`config.mk`:
```
export PLATFORM = sky130hd
export DESIGN_NAME = crc16_packet_framer_tx_core
export DESIGN_NICKNAME = d
export VERILOG_FILES = /design/src/rtl/cpftx_pkg.sv /design/src/rtl/cpftx_step.sv /design/src/rtl/cpftx_serial.sv /design/src/rtl/crc16_packet_framer_tx_core.sv
export SDC_FILE = /design/constraint.sdc
export NUM_CORES = 1
export LEC_CHECK = 0
export BUFFER_PORTS_ARGS = -buffer_cell sky130_fd_sc_hd__buf_4
export CORE_MARGIN = 1.5
export CORE_UTILIZATION = 40
export DETAILED_ROUTE_END_ITERATION = 8
export PLACE_DENSITY = 0.58
export SLEW_MARGIN = 10
export SYNTH_ARGS = -nofsm -noshare
export SYNTH_HDL_FRONTEND = slang
export SYNTH_SLANG_ARGS = --single-unit
```
`constraint.sdc`:
```
create_clock -name clk -period 6.65 [get_ports clk]
set_input_delay 0.3325 -clock clk [delete_from_list [all_inputs] [get_ports clk]]
set_output_delay 0.3325 -clock clk [all_outputs]
set_load 0.02 [all_outputs]
```
`src/rtl/cpftx_pkg.sv`:
```
// ----------------------------------------------------------------------------
// cpftx_pkg
// Shared types, constants and the CRC-16 byte update for the packet framer.
// ----------------------------------------------------------------------------
package cpftx_pkg;

  // CRC-16/CCITT-FALSE
  localparam logic [15:0] CRC_INIT = 16'hFFFF;
  localparam logic [15:0] CRC_POLY = 16'h1021;

  // Register indexes on the configuration channel
  localparam int          CFG_ADDR_W      = 8;
  localparam logic [CFG_ADDR_W-1:0] REG_START_FLAG  = 8'd0;
  localparam logic [CFG_ADDR_W-1:0] REG_MAX_PAYLOAD = 8'd1;

  // Register reset values
  localparam logic [7:0]  START_FLAG_RST  = 8'd126;
  localparam logic [7:0]  MAX_PAYLOAD_RST = 8'd64;

  // Input word kinds
  localparam logic        OP_HEADER  = 1'b0;
  localparam logic        OP_PAYLOAD = 1'b1;

  // Most output words one input word can produce, and the count width
  localparam int          BURST_MAX = 5;
  localparam int          CNT_W     = $clog2(BURST_MAX + 1);

  // One output word
  typedef struct packed {
    logic [7:0] data;
    logic       last;
    logic       rej;
  } entry_t;

  // Words produced by one input word, lowest entry goes out first
  typedef struct packed {
    logic [CNT_W-1:0]             cnt;
    entry_t [BURST_MAX-1:0]       ent;
  } burst_t;

  // Fold one byte into the CRC, MSB first
  function automatic logic [15:0] crc16_add(input logic [15:0] crc, input logic [7:0] b);
    logic [15:0] c;
    c = crc ^ {b, 8'h00};
    for (int i = 0; i < 8; i++) begin
      c = c[15] ? ({c[14:0], 1'b0} ^ CRC_POLY) : {c[14:0], 1'b0};
    end
    return c;
  endfunction

endpackage

```
`src/rtl/cpftx_step.sv`:
```
// ----------------------------------------------------------------------------
// cpftx_step
// Configuration registers, frame state and the per-word burst builder.
// ----------------------------------------------------------------------------
module cpftx_step
  import cpftx_pkg::*;
(
  input  logic                  clk,
  input  logic                  rst_n,
  input  logic                  cfg_we,
  input  logic [CFG_ADDR_W-1:0] cfg_addr,
  input  logic [7:0]            cfg_data,
  input  logic                  in_accept,
  input  logic                  op,
  input  logic [7:0]            pkt_type,
  input  logic [7:0]            pkt_len,
  input  logic [7:0]            pld_byte,
  output burst_t                burst
);

  logic [7:0]  start_flag_r;
  logic [7:0]  max_payload_r;
  logic [15:0] crc_r,  crc_nxt;
  logic [7:0]  rem_r,  rem_nxt;
  logic        open_r, open_nxt;

  logic [15:0] hdr_crc;
  logic [15:0] pld_crc;
  logic [7:0]  rem_dec;

  // CRC candidates for both word kinds
  assign hdr_crc = crc16_add(crc16_add(CRC_INIT, pkt_type), pkt_len);
  assign pld_crc = crc16_add(crc_r, pld_byte);
  assign rem_dec = rem_r - 8'd1;

  // Burst and next state for the presented word
  always_comb begin
    burst    = '0;
    crc_nxt  = crc_r;
    rem_nxt  = rem_r;
    open_nxt = open_r;
    case (op)
      OP_HEADER: begin
        if (pkt_len > max_payload_r) begin
          burst.cnt         = CNT_W'(1);
          burst.ent[0].last = 1'b1;
          burst.ent[0].rej  = 1'b1;
        end else begin
          crc_nxt           = hdr_crc;
          burst.ent[0].data = start_flag_r;
          burst.ent[1].data = pkt_type;
          burst.ent[2].data = pkt_len;
          if (pkt_len == 8'd0) begin
            burst.cnt         = CNT_W'(5);
            burst.ent[3].data = hdr_crc[15:8];
            burst.ent[4].data = hdr_crc[7:0];
            burst.ent[4].last = 1'b1;
            rem_nxt           = 8'd0;
            open_nxt          = 1'b0;
          end else begin
            burst.cnt = CNT_W'(3);
            rem_nxt   = pkt_len;
            open_nxt  = 1'b1;
          end
        end
      end
      OP_PAYLOAD: begin
        if (open_r) begin
          crc_nxt           = pld_crc;
          burst.ent[0].data = pld_byte;
          if (rem_dec == 8'd0) begin
            burst.cnt         = CNT_W'(3);
            burst.ent[1].data = pld_crc[15:8];
            burst.ent[2].data = pld_crc[7:0];
            burst.ent[2].last = 1'b1;
            rem_nxt           = 8'd0;
            open_nxt          = 1'b0;
          end else begin
            burst.cnt = CNT_W'(1);
            rem_nxt   = rem_dec;
          end
        end
      end
      default: begin
        burst = '0;
      end
    endcase
  end

  // Configuration registers
  always_ff @(posedge clk) begin
    if (!rst_n) begin
      start_flag_r  <= START_FLAG_RST;
      max_payload_r <= MAX_PAYLOAD_RST;
    end else if (cfg_we) begin
      case (cfg_addr)
        REG_START_FLAG:  start_flag_r  <= cfg_data;
        REG_MAX_PAYLOAD: max_payload_r <= cfg_data;
        default: ;
      endcase
    end
  end

  // Frame state
  always_ff @(posedge clk) begin
    if (!rst_n) begin
      crc_r  <= CRC_INIT;
      rem_r  <= 8'd0;
      open_r <= 1'b0;
    end else if (in_accept) begin
      crc_r  <= crc_nxt;
      rem_r  <= rem_nxt;
      open_r <= open_nxt;
    end
  end

`ifndef ASSERT_OFF
  // An open packet always has payload still to come
  a_open_rem: assert property (@(posedge clk) disable iff (!rst_n)
    open_r |-> (rem_r != 8'd0))
    else $error("packet open with no bytes remaining");

  // A dropped payload word leaves the CRC alone
  a_drop_crc: assert property (@(posedge clk) disable iff (!rst_n)
    (in_accept && op == OP_PAYLOAD && !open_r) |=> $stable(crc_r))
    else $error("CRC changed on dropped payload word");

  // A rejected header leaves the packet state alone
  a_rej_state: assert property (@(posedge clk) disable iff (!rst_n)
    (in_accept && op == OP_HEADER && pkt_len > max_payload_r)
      |=> ($stable(open_r) && $stable(rem_r)))
    else $error("rejected header changed packet state");
`endif

endmodule

```
`src/rtl/cpftx_serial.sv`:
```
// ----------------------------------------------------------------------------
// cpftx_serial
// Burst register sending one input word's words one per cycle unless stalled.
// ----------------------------------------------------------------------------
module cpftx_serial
  import cpftx_pkg::*;
(
  input  logic       clk,
  input  logic       rst_n,
  input  logic       load,
  input  burst_t     burst,
  output logic       take_ok,
  output logic       out_tvalid,
  input  logic       out_tready,
  output logic [7:0] out_tdata,
  output logic       out_tlast,
  output logic       out_tuser
);

  logic [CNT_W-1:0]       cnt_r, cnt_nxt;
  entry_t [BURST_MAX-1:0] ent_r, ent_nxt;
  logic                   pop;

  assign out_tvalid = (cnt_r != '0);
  assign pop        = out_tvalid & out_tready;
  // New burst may load once the current one is down to its last word going out
  assign take_ok    = (cnt_r == '0) || ((cnt_r == CNT_W'(1)) && out_tready);

  assign out_tdata = ent_r[0].data;
  assign out_tlast = ent_r[0].last;
  assign out_tuser = ent_r[0].rej;

  // Load or shift down
  always_comb begin
    cnt_nxt = cnt_r;
    ent_nxt = ent_r;
    if (load) begin
      cnt_nxt = burst.cnt;
      ent_nxt = burst.ent;
    end else if (pop) begin
      cnt_nxt = cnt_r - CNT_W'(1);
      ent_nxt = {entry_t'('0), ent_r[BURST_MAX-1:1]};
    end
  end

  always_ff @(posedge clk) begin
    if (!rst_n) begin
      cnt_r <= '0;
    end else begin
      cnt_r <= cnt_nxt;
    end
  end

  always_ff @(posedge clk) begin
    ent_r <= ent_nxt;
  end

`ifndef ASSERT_OFF
  a_cnt_max: assert property (@(posedge clk) disable iff (!rst_n)
    cnt_r <= CNT_W'(BURST_MAX))
    else $error("burst count out of range");

  // The frame end word is always the last of its burst
  a_last_end: assert property (@(posedge clk) disable iff (!rst_n)
    (out_tvalid && out_tlast) |-> (cnt_r == CNT_W'(1)))
    else $error("frame end word not last in burst");

  // A rejection word is always a frame end
  a_rej_last: assert property (@(posedge clk) disable iff (!rst_n)
    (out_tvalid && out_tuser) |-> out_tlast)
    else $error("rejection word without frame end");

  // A stalled burst is neither shifted nor replaced
  a_stall: assert property (@(posedge clk) disable iff (!rst_n)
    (out_tvalid && !out_tready) |=> $stable(cnt_r))
    else $error("burst count moved while stalled");
`endif

endmodule

```
`src/rtl/crc16_packet_framer_tx_core.sv`:
```
// ----------------------------------------------------------------------------
// crc16_packet_framer_tx_core
// Length-prefixed transmit framer with CRC-16/CCITT-FALSE trailer.
// ----------------------------------------------------------------------------
// Output runs at one byte per cycle while out_tready is high; the serializer sets
// the rate. A payload word produces one output word, so a payload stream passes at
// one word per cycle; the last payload word adds the two CRC bytes. A header
// produces start flag, type and length, or 5 words with the CRC when the length is
// zero; an oversized header produces one rejection word (tuser high, data zero). A
// payload word outside a packet produces nothing. The next input word is taken in
// the cycle the previous burst's last word leaves. Configuration writes are always
// ready and take effect next cycle.
module crc16_packet_framer_tx_core
  import cpftx_pkg::*;
(
  input  logic                  clk,
  input  logic                  rst_n,
  // configuration write channel
  input  logic                  cfg_valid,
  output logic                  cfg_ready,
  input  logic [CFG_ADDR_W-1:0] cfg_addr,
  input  logic [7:0]            cfg_data,
  // input words
  input  logic                  in_tvalid,
  output logic                  in_tready,
  input  logic [23:0]           in_tdata,   // [7:0] packet_type, [15:8] payload_length,
                                            // [23:16] payload_byte
  input  logic                  in_tuser,   // [0] operation
  // output words
  output logic                  out_tvalid,
  input  logic                  out_tready,
  output logic [7:0]            out_tdata,  // [7:0] byte_out
  output logic                  out_tlast,  // frame_end
  output logic                  out_tuser   // [0] rejected
);

  burst_t burst;
  logic   in_accept;

  assign cfg_ready = 1'b1;
  assign in_accept = in_tvalid & in_tready;

  cpftx_step u_step (
    .clk       (clk),
    .rst_n     (rst_n),
    .cfg_we    (cfg_valid),
    .cfg_addr  (cfg_addr),
    .cfg_data  (cfg_data),
    .in_accept (in_accept),
    .op        (in_tuser),
    .pkt_type  (in_tdata[7:0]),
    .pkt_len   (in_tdata[15:8]),
    .pld_byte  (in_tdata[23:16]),
    .burst     (burst)
  );

  cpftx_serial u_serial (
    .clk        (clk),
    .rst_n      (rst_n),
    .load       (in_accept),
    .burst      (burst),
    .take_ok    (in_tready),
    .out_tvalid (out_tvalid),
    .out_tready (out_tready),
    .out_tdata  (out_tdata),
    .out_tlast  (out_tlast),
    .out_tuser  (out_tuser)
  );

endmodule
```
======== After elaboration in Yosys (flattened, before gate mapping) ========
Cells that the tools add are included.
storage, ports and cells
  word-level logic and storage cells ...... 132
  flip-flop bits (word level) ............. 90
operators by class
  reductions and logical operators ........ 12
  bitwise operators ....................... 30
  magnitude comparators ................... 1
  add/subtract/negate cells ............... 2
  multiplexer cells ....................... 66
  eq/ne operators ......................... 4
operator list
  kind                                              count
  two-way mux 13 bit                                24
  two-way mux 8 bit                                 13
  two-way mux 50 bit                                2
  inverter 3 bit                                    24
  case mux 8 bit (2 select lines)                   4
  two-way mux 9 bit                                 5
  two-way mux 16 bit                                2
  case mux 16 bit (2 select lines)                  1
  bitwise XOR 16 bit                                2
  zero test 8 bit                                   3
  inverter 16 bit                                   1
  two-way mux 3 bit                                 5
  == test 8 x 1 -> 1 bit, second input constant     1
  > comparator 8 bit                                1
  subtractor 8 x 1 -> 8 bit, second input constant  1
  two-way mux 2 bit                                 3
  case mux 3 bit (2 select lines)                   1
  AND reduction 2 bit                               3
  two-way mux 1 bit                                 5
  == test 3 x 1 -> 1 bit, second input constant     1
  zero test 3 bit                                   1
  AND reduction 3 bit                               1
  nonzero test 3 bit                                1
  subtractor 3 x 1 -> 3 bit, second input constant  1
  other kinds (8)                                   9

======== Longest topological paths before layout ========
Gate-level depths: netlist of the first run.
  word-level depth ........................ 38
  mapped depth ............................ 9
  mapped depth without buffers ............ 8

======== By module ========
A second synthesis of the first run with hierarchy kept.
unflattened totals
  cell total of the unflattened synthesis .. 542
  area total of the unflattened synthesis .. 5,550.3 µm²
by module, submodules not included
  module                       times used  cells each  area an instance (µm²)
  cpftx_step                   1           397         3,169.3
  cpftx_serial                 1           142         2,363.5
  crc16_packet_framer_tx_core  1           3           17.5

======== Least setup slack after synthesis of the first run ========
OpenSTA, ideal clock, no wires.
  kind .................................... register to register
  from .................................... reg u_serial.cnt_r[0]
  to ...................................... reg u_serial.cnt_r[2]
  stages on the path, launching flop included .. 8
  path buffers ............................ 0
  path slack .............................. 4.229 ns
  data arrival time ....................... 2.302 ns
  cells stage by stage .................... dfxtp_1 > inv_1 > ha_1 > nand2_1 > nand2_1 > nand2_1 > a21boi_1 > o221a_2
between the ends
  elaborated cells on any way between the ends .. 11
  those cells by class .................... 1 x add/sub; 1 x eq/ne; 2 x mux; 2 x bitwise; 5 x reduce/logical
RTL lines
  item                                 line                               text
  from (decl)                          cpftx_serial.sv:20                 logic [CNT_W-1:0] cnt_r, cnt_nxt;
  from (signal assigned)               cpftx_serial.sv:50                 cnt_r <= cnt_nxt;
  nonzero test 3 bit                   cpftx_serial.sv:24                 assign out_tvalid = (cnt_r != '0);
  via out_tvalid                       crc16_packet_framer_tx_core.sv:30  output logic out_tvalid,
  AND 1 bit                            cpftx_serial.sv:25                 assign pop = out_tvalid & out_tready;
  nonzero test 2 bit (no source line)  n/a
The timed path passes the listed nets, and every way through them passes these cells. The select of a mux whose other input is x is not followed.
A chain may end at the register's enable or synchronous reset.

======== Worst setup path after layout of the first run ========
  from .................................... reg u_serial.cnt_r[0]
  to ...................................... reg u_step.crc_r[10]
between the ends
  word-level cells in the longest chain between the ends .. 5
  elaborated cells on any way between the ends .. 6
  those cells by class .................... 1 x eq/ne; 1 x bitwise; 4 x reduce/logical
RTL lines
  item                                    line                               text
  == test 3 x 1 -> 1 bit                  cpftx_serial.sv:27                 assign take_ok = (cnt_r == '0) || ((cnt_r == CNT_W'(1)) && out_tready);
  logical AND 1 bit                       cpftx_serial.sv:27
  logical OR 1 bit *                      cpftx_serial.sv:27
  AND 1 bit *                             crc16_packet_framer_tx_core.sv:41  assign in_accept = in_tvalid & in_tready;
  AND reduction 3 bit (no source line) *  n/a
  to (signal assigned)                    cpftx_step.sv:111                  crc_r <= crc_nxt;
  to (decl)                               cpftx_step.sv:23                   logic [15:0] crc_r, crc_nxt;
Every way passes the cells marked *; elsewhere a longest branch is shown, timed or not.

==> impl_metrics.json, run 1 <==
{
  "worst_pin_slew_ns": 0.960,
  "endpoint_kind": "register",
  "synth_cell_types": 67,
  "h-tree-depth": 3,
  "setup_viol": 0,
  "design.core.area_um2": 12600,
  "cpLargestDelayFamily": "compound AO/OA/AOI/OAI gates",
  "async_flop_share_pct": 0,
  "port-buffer-count": 57,
  "die_x_um": 116,
  "drive_gt1_share_pct": 16.8,
  "ant_nets": 0,
  "seq_area_frac_synth_pct": 43.7,
  "grt_pass1_wl_um": 22200,
  "area_growth_pct": 14.9,
  "muxShareOfSynthArea_pct": 4.29,
  "nets": 621,
  "instances_no_fill": 739,
  "synth_fa_ha_area_share_pct": 3.17,
  "post-cts-setup-buffer-count": 0,
  "p_int_mw": 1.39,
  "initial_core_util_pct": 40.9,
  "synth_edf_count": 44,
  "cts_tree": "yes",
  "rows": 41,
  "syn_inst": 527,
  "slowest_delay_ns": 0.57,
  "regArea_um2": 2240,
  "path_cells": "inv_1 > ha_1 > a21o_1 > nand3_2 > a21oi_1 > o31a_2 > mux2i_1 > nand2_1",
  "pin_count": 59,
  "clkPwrFrac_pct": 23.9,
  "power.share.switching_pct": 35.0,
  "comb_power_share_pct": 35.0,
  "yosysWarningCount": 0,
  "relSlewSlack_pct": 36.0,
  "outcome": "finished clean",
  "tns_ns": 0,
  "synth_flop_cell": "dfxtp_1",
  "fillers": 1204,
  "cts_resized": 0,
  "num_vias": 4046,
  "drc_errors": 0,
  "cts_made_buffers": 9,
  "critPathLaunchType": "register",
  "syn_nets": 586,
  "dr.pass1.iters": 4,
  "first_global_vias": 3980,
  "clockBufferDepth": 2,
  "hold_viol_final": 0,
  "die_y_um": 116,
  "fin_skew_ns": 0.00906,
  "max_freq_ghz": 0.375,
  "hp-class": "input port to register",
  "synth_top_family_by_area": "compound AO/OA/AOI/OAI gates",
  "synthesis.area_um2": 5130,
  "leakagePower_nw": 2.27,
  "wl_per_cell_um": 19.2,
  "multi_input_area_um2": 2620,
  "synth_compound_area_share_pct": 16.6,
  "power_density_nw_per_um2": 363,
  "period_minus_slack_ns": 2.67,
  "switchingPower_mw": 0.749,
  "clk_pin_slew_worst_paths_ns": 0.06,
  "die_area_um2": 13500,
  "grt_overflow_total": 0,
  "via_per_inst": 5.47,
  "dp_hpwl_um": 9750,
  "wl_um": 14200,
  "crit_buf_inv": 1,
  "slowest_stage": "a21oi_1",
  "cts-root-buf": "clkbuf_16",
  "cp.arrival_ns": 2.90,
  "timing.final.crit_share_pct": 40.1,
  "clk_latency_ns": 0.35,
  "ir_drop_uv": 129,
  "gp_congestion": 0.861,
  "ys_seq_elements": 90,
  "syn_avg_cell_area_um2": 9.74,
  "synth-xor-area-share_pct": 11.9,
  "pwr-share-seq_pct": 41.1,
  "max-cap-violations": 0,
  "path_class": "register to register",
  "antenna_cells": 0,
  "antenna_found_initial": 0,
  "grt_usage_pct": 22.2,
  "cp.required_ns": 6.88,
  "ctsHoldBuffers": 0,
  "grt_max_degree": 45,
  "maxSlewViolCount": 0,
  "clock-sinks": 90,
  "worst-path-max-fanout": 27,
  "dp_cells": 723,
  "rsz0062_at_grt": "no",
  "synth_simple_gate_area_share_pct": 14.9,
  "drt_iter0_drc": 225
}
==> Yosys cell counts (all sizes together) (13+ instances only) <==
cell type / instances / area share [%]
inv: 19 / 1.4
xnor2: 44 / 7.8
nand3: 19 / 1.9
dfxtp: 46 / 18
edfxtp: 44 / 26
mux2i: 22 / 4.3
clkbuf: 14 / 1.0
a21oi: 29 / 3.0
xor2: 14 / 2.4
buf: 23 / 2.9
nor2: 42 / 3.2
o21ai: 34 / 3.3
ha: 13 / 3.2
nand2: 61 / 4.6
==> metal layers <==
| metal | vias to the layer above | track usage (%) | share of wire [%] |
|---|---|---|---|
| met5 | - | 0 | 0 |
| met4 | 0 | 10.8 | 2.4 |
| met3 | 23 | 3.22 | 5.6 |
| met2 | 134 | 35.5 | 46 |
| met1 | 1952 | 29.7 | 46 |
| li1 | 1937 | - | - |
==> state kept, by name (all words and copies together) (netlist names) <==
| signal | cells |
|---|---|
| u_step.start_flag_r | 8 |
| u_step.crc_r | 16 |
| u_serial.out_tdata | 8 |
| u_serial.ent_r | 36 |
| u_serial.out_tuser | 1 |
| u_serial.cnt_r | 3 |
| u_serial.out_tlast | 1 |
| u_step.max_payload_r | 8 |
| u_step.open_r | 1 |
| u_step.rem_r | 8 |
==> placed cells by master (no fill, tap or decap), types with 4 or more instances in the layout <==
cell / count
nand2_1: 59
xor2_1: 14
nor2_1: 40
mux2i_1: 22
a21oi_1: 28
ha_1: 13
a22oi_1: 9
a221oi_1: 6
o21a_1: 4
clkbuf_16: 9
o21ai_1: 9
a2bb2oi_1: 4
xnor3_1: 4
a32oi_1: 6
dfxtp_1: 46
o21ai_0: 25
nor2b_1: 5
nor4_1: 6
nand3_1: 18
buf_4: 61
inv_1: 19
edfxtp_1: 44
xnor2_1: 42
nor3_1: 8
o211ai_1: 4
==> path summary, 6_finish.rpt <==
| check | start | cells after the start | slack (ns) | endpoint |
|---|---|---|---|---|
| worst min-delay path | cfg_data[3] | 3 | 0.22 | u_step.start_flag_r[3] |
| worst max-delay path | u_serial.cnt_r[0] | 8 | 3.98 | u_step.crc_r[10] |
| worst min register to register | u_serial.ent_r[31] | 2 | 0.46 | u_serial.ent_r[31] |
| worst max register to register | u_serial.cnt_r[0] | 8 | 3.98 | u_step.crc_r[10] |
==> logic make-up (layout without fill, tap and decap cells) <==
kind of cell | Yosys count | in the layout
and+or+nand+nor | 160 | 160
AOI/OAI and AO/OA | 122 | 122
DFF | 90 | 90
xor gates and xnor gates | 62 | 62
buffers and inverters | 57 | 97
muxes | 22 | 22
adders and majority gates | 13 | 13
other | 1 | 1
==> power by group through the flow <==
| stage | Combinational, mW | Clock [mW] | Sequential [mW] |
|---|---|---|---|
| 6_report | 0.749 | 0.512 | 0.879 |
| 5_1_grt | 0.823 | 0.545 | 0.897 |
| 4_1_cts | 0.751 | 0.520 | 0.877 |
| 3_5_place_dp | 0.749 | 0 | 0.888 |
| 3_3_place_gp | 0.742 | 0 | 0.884 |
| 2_1_floorplan | 0.548 | 0 | 0.881 |
==> area by class of cell <==
class	instances	area share (%)
Multi-Input combinational cell	380	44.4
Sequential cell	90	38.0
Timing Repair Buffer	61	7.76
Clock buffer	13	4.24
Tap cell	172	3.65
Inverter	20	1.27
Clock inverter	3	0.679
==> worst register-to-register path, stage by stage (launching register included) <==
cell	delay, ns
dfxtp_1	0.32
inv_1	0.11
ha_1	0.18
a21o_1	0.12
nand3_2	0.47
a21oi_1	0.57
o31a_2	0.49
mux2i_1	0.24
nand2_1	0.06
==> through the flow <==
stage          setup slack [ns]  cell area [um2]  util, %  hold slack, ns  total power, mW
3_5_place_dp               3.89             5610     44.6           0.451             1.64
2_1_floorplan              4.23             5130        -           0.437             1.43
5_1_grt                    3.75             5900     46.9           0.210             2.26
4_1_cts                    3.96             5900     46.9           0.207             2.15
3_3_place_gp               3.83             5610     44.6           0.447             1.63
6_report                   3.98             5900     46.9           0.216             2.14
Power figures use the tool's default switching activity.
==> inputs of run 2 (changes only) <==
--- a/config.mk
+++ b/config.mk
@@ -5,11 +5,12 @@
 export SDC_FILE = /design/constraint.sdc
 export NUM_CORES = 1
 export LEC_CHECK = 0
+export ABC_AREA = 1
 export BUFFER_PORTS_ARGS = -buffer_cell sky130_fd_sc_hd__buf_4
 export CORE_MARGIN = 1.5
 export CORE_UTILIZATION = 40
 export DETAILED_ROUTE_END_ITERATION = 8
-export PLACE_DENSITY = 0.58
+export PLACE_DENSITY = 0.6
 export SLEW_MARGIN = 10
 export SYNTH_ARGS = -nofsm -noshare
 export SYNTH_HDL_FRONTEND = slang
==> constraint.sdc (replaced) <==
create_clock -name clk -period 2.2 [get_ports clk]
set_input_delay 0.11 -clock clk [delete_from_list [all_inputs] [get_ports clk]]
set_output_delay 0.11 -clock clk [all_outputs]
set_load 0.02 [all_outputs]
==> impl_metrics.json, run 2 <==
{
  "endpoint_kind": "register",
  "cts_made_buffers": 9,
  "ys_seq_elements": 90,
  "synthesis.area_um2": 5560,
  "grt_pass1_wl_um": 25800,
  "timing.final.crit_share_pct": 92.4,
  "antenna_found_initial": 0,
  "maxSlewViolCount": 0,
  "postPlaceCellArea_um2": 6090,
  "yosysTopAreaCellShare_pct": 23.8,
  "hold_ws_ns": 0.0349,
  "top_register": "u_serial.ent_r",
  "cts-root-buf": "clkbuf_16",
  "rows": 42,
  "synth_edf_count": 44,
  "switchingPower_mw": 2.70,
  "whs_endpoint": "u_step.start_flag_r[2]",
  "rsz0062_at_grt": "yes",
  "setup_viol": 0,
  "finalPower_mw": 7.13,
  "ant_nets": 0,
  "syn_inst": 743,
  "yosysWarningCount": 0,
  "post-cts-setup-buffer-count": 0,
  "syn_nets": 802,
  "grt_max_degree": 42,
  "area_growth_pct": 15.7,
  "startpoint": "u_step.max_payload_r[7]",
  "first_global_vias": 4757,
  "synth_cell_types": 43,
  "reg2reg_depth": 8,
  "drive_gt1_share_pct": 16.5,
  "cp.arrival_ns": 2.22,
  "leakagePower_nw": 2.98,
  "clockBufferDepth": 2,
  "clkPwrFrac_pct": 24.8,
  "fillers": 1345,
  "die_y_um": 121,
  "max-cap-violations": 0,
  "outcome": "finished clean",
  "grt_usage_pct": 23.4,
  "top_regs": "u_serial.ent_r (36), u_step.crc_r (16)",
  "antenna_cells": 0,
  "cpLargestDelayFamily": "simple AND/OR/NAND/NOR gates",
  "synth_flop_cell": "dfxtp_1",
  "pwr-share-seq_pct": 37.1,
  "drt_iter0_drc": 487,
  "wl_per_cell_um": 16.9,
  "die_area_um2": 14600,
  "slowest_stage": "nand3_2",
  "design.core.area_um2": 13400,
  "nets": 842,
  "design_area_um2": 6430,
  "dr.pass1.iters": 8,
  "hold_depth": 3,
  "yosys.area.top_type": "edfxtp_1",
  "wl_um": 16300,
  "rrSetupSlack_ns": 0.17,
  "initial_core_util_pct": 41.5,
  "power_density_nw_per_um2": 1110,
  "gp_congestion": 0.919,
  "layout_commonest_cell": "nand2_1",
  "max_freq_ghz": 0.492,
  "worstHoldStart": "cfg_data[2]",
  "cts_resized": 0,
  "path_class": "register to register",
  "pin_count": 59,
  "port-buffer-count": 57,
  "clock-sinks": 90,
  "p_int_mw": 4.43,
  "synth_area_leaders": "edfxtp_1, dfxtp_1, nand2_1",
  "ys_top_cells_by_count": "nand2_1, nand3_1, inv_1",
  "path_cells": "inv_1 > ha_1 > nand2_1 > nor2_1 > nand4_1 > nand2_1 > nand3_2 > o21ai_0",
  "async_flop_share_pct": 0,
  "r2r_end": "u_serial.ent_r[38]",
  "hp-class": "input port to register",
  "comb_power_share_pct": 38.1,
  "largest_register_ffs": 36,
  "slowest_delay_ns": 0.35,
  "critPathLaunchType": "register",
  "clk_pin_slew_worst_paths_ns": 0.07,
  "clk_latency_ns": 0.36,
  "drc_errors": 0,
  "utilization_pct": 48.0,
  "instances_no_fill": 964,
  "crit_buf_inv": 1,
  "syn_avg_cell_area_um2": 7.48,
  "cp_common_cell": "nand2_1",
  "cts_tree": "yes",
  "ir_drop_uv": 432,
  "die_x_um": 121,
  "critical_path_depth": 8,
  "worst-path-max-fanout": 17,
  "fin_skew_ns": 0.00661,
  "period_minus_slack_ns": 2.03,
  "hold_viol_final": 0,
  "dp_hpwl_um": 12200,
  "seq_area_frac_synth_pct": 40.4,
  "rr_startpoint": "u_step.max_payload_r[7]",
  "num_vias": 5084,
  "h-tree-depth": 3,
  "power.share.switching_pct": 37.9,
  "cp.required_ns": 2.39,
  "via_per_inst": 5.27,
  "mostFrequentLayoutCells": "nand2_1, nand3_1, buf_4",
  "yosys.cell_count.top_type": "nand2_1",
  "grt_overflow_total": 0,
  "dp_cells": 948
}
run 2: changes by cell type in the layout (fill, tap and decap cells not counted), moves of 8 or more:
cell     change
mux2i_1     -22
nand3_1     +63
xnor2_1     -27
nand4_1      +8
nand2_1    +180
o21ai_0     +14
inv_2        +9
nor2_1       -8
nand2_2     +15
nor3_1       -8
inv_1       +39
run 2: per-stage QoR:
stage	TNS, ns	worst slack [ns]
2_1_floorplan	0	0.0614
3_3_place_gp	0	0.220
3_5_place_dp	0	0.183
4_1_cts	0	0.162
5_1_grt	-0.0185	-0.0105
6_report	0	0.167
run 2: routing by layer:
layer / vias to the layer above / share of wire, % / GRT usage [%]
met5: - / 0 / 0
met4: 0 / 2.0 / 8.90
met3: 25 / 7.4 / 3.34
met2: 233 / 44 / 35.8
met1: 2338 / 46 / 33.5
li1: 2488 / - / -
run 2: cells by family after synthesis:
kind of cell    share of synthesized area, %
other cells                           0.0675
xor+xnor                                5.95
compound gates                          9.46
buf+inv                                 8.56
flops                                   40.4
fa+ha+maj                               2.93
simple gates                            32.7
run 2: cell type report:
cell class | count | area [um2] | area share (%)
Clock buffer | 10 | 229 | 3.56
Clock inverter | 6 | 106 | 1.65
Inverter | 68 | 255 | 3.97
Multi-Input combinational cell | 546 | 2840 | 44.2
Sequential cell | 90 | 2240 | 34.9
Tap cell | 176 | 220 | 3.43
Timing Repair Buffer | 68 | 536 | 8.33
run 2: worst reg2reg max path, delay by kind of cell, from the launching register on:
family                     cells  cell delay [ns]
AOI/OAI and AO/OA              1             0.29
adders and majority gates      1             0.29
buffers and inverters          1             0.05
DFF                            1             0.31
and+or+nand+nor                5             0.93
run 2: what timing repair did:
item                                   CTS  global route
hold buffers                             0             0
setup endpoints to repair                0             2
endpoints found under the hold margin    0             0
run 2: power groups by stage:
stage | Sequential (mW) | Combinational (mW) | Clock, mW
floorplan | 2.63 | 1.93 | 0
global placement | 2.66 | 2.66 | 0
detailed placement | 2.68 | 2.70 | 0
CTS | 2.65 | 2.71 | 1.79
global route | 2.69 | 3.00 | 1.86
finish | 2.65 | 2.72 | 1.77
run 2: worst max path at each step:
stage,endpoint,slack (ns)
6_report,u_serial.ent_r[38],0.17
5_1_grt,u_serial.ent_r[35],-0.01
4_1_cts,u_serial.ent_r[38],0.16
3_5_place_dp,u_serial.ent_r[38],0.18
3_3_place_gp,u_serial.ent_r[14],0.22
2_1_floorplan,u_serial.cnt_r[0],0.06
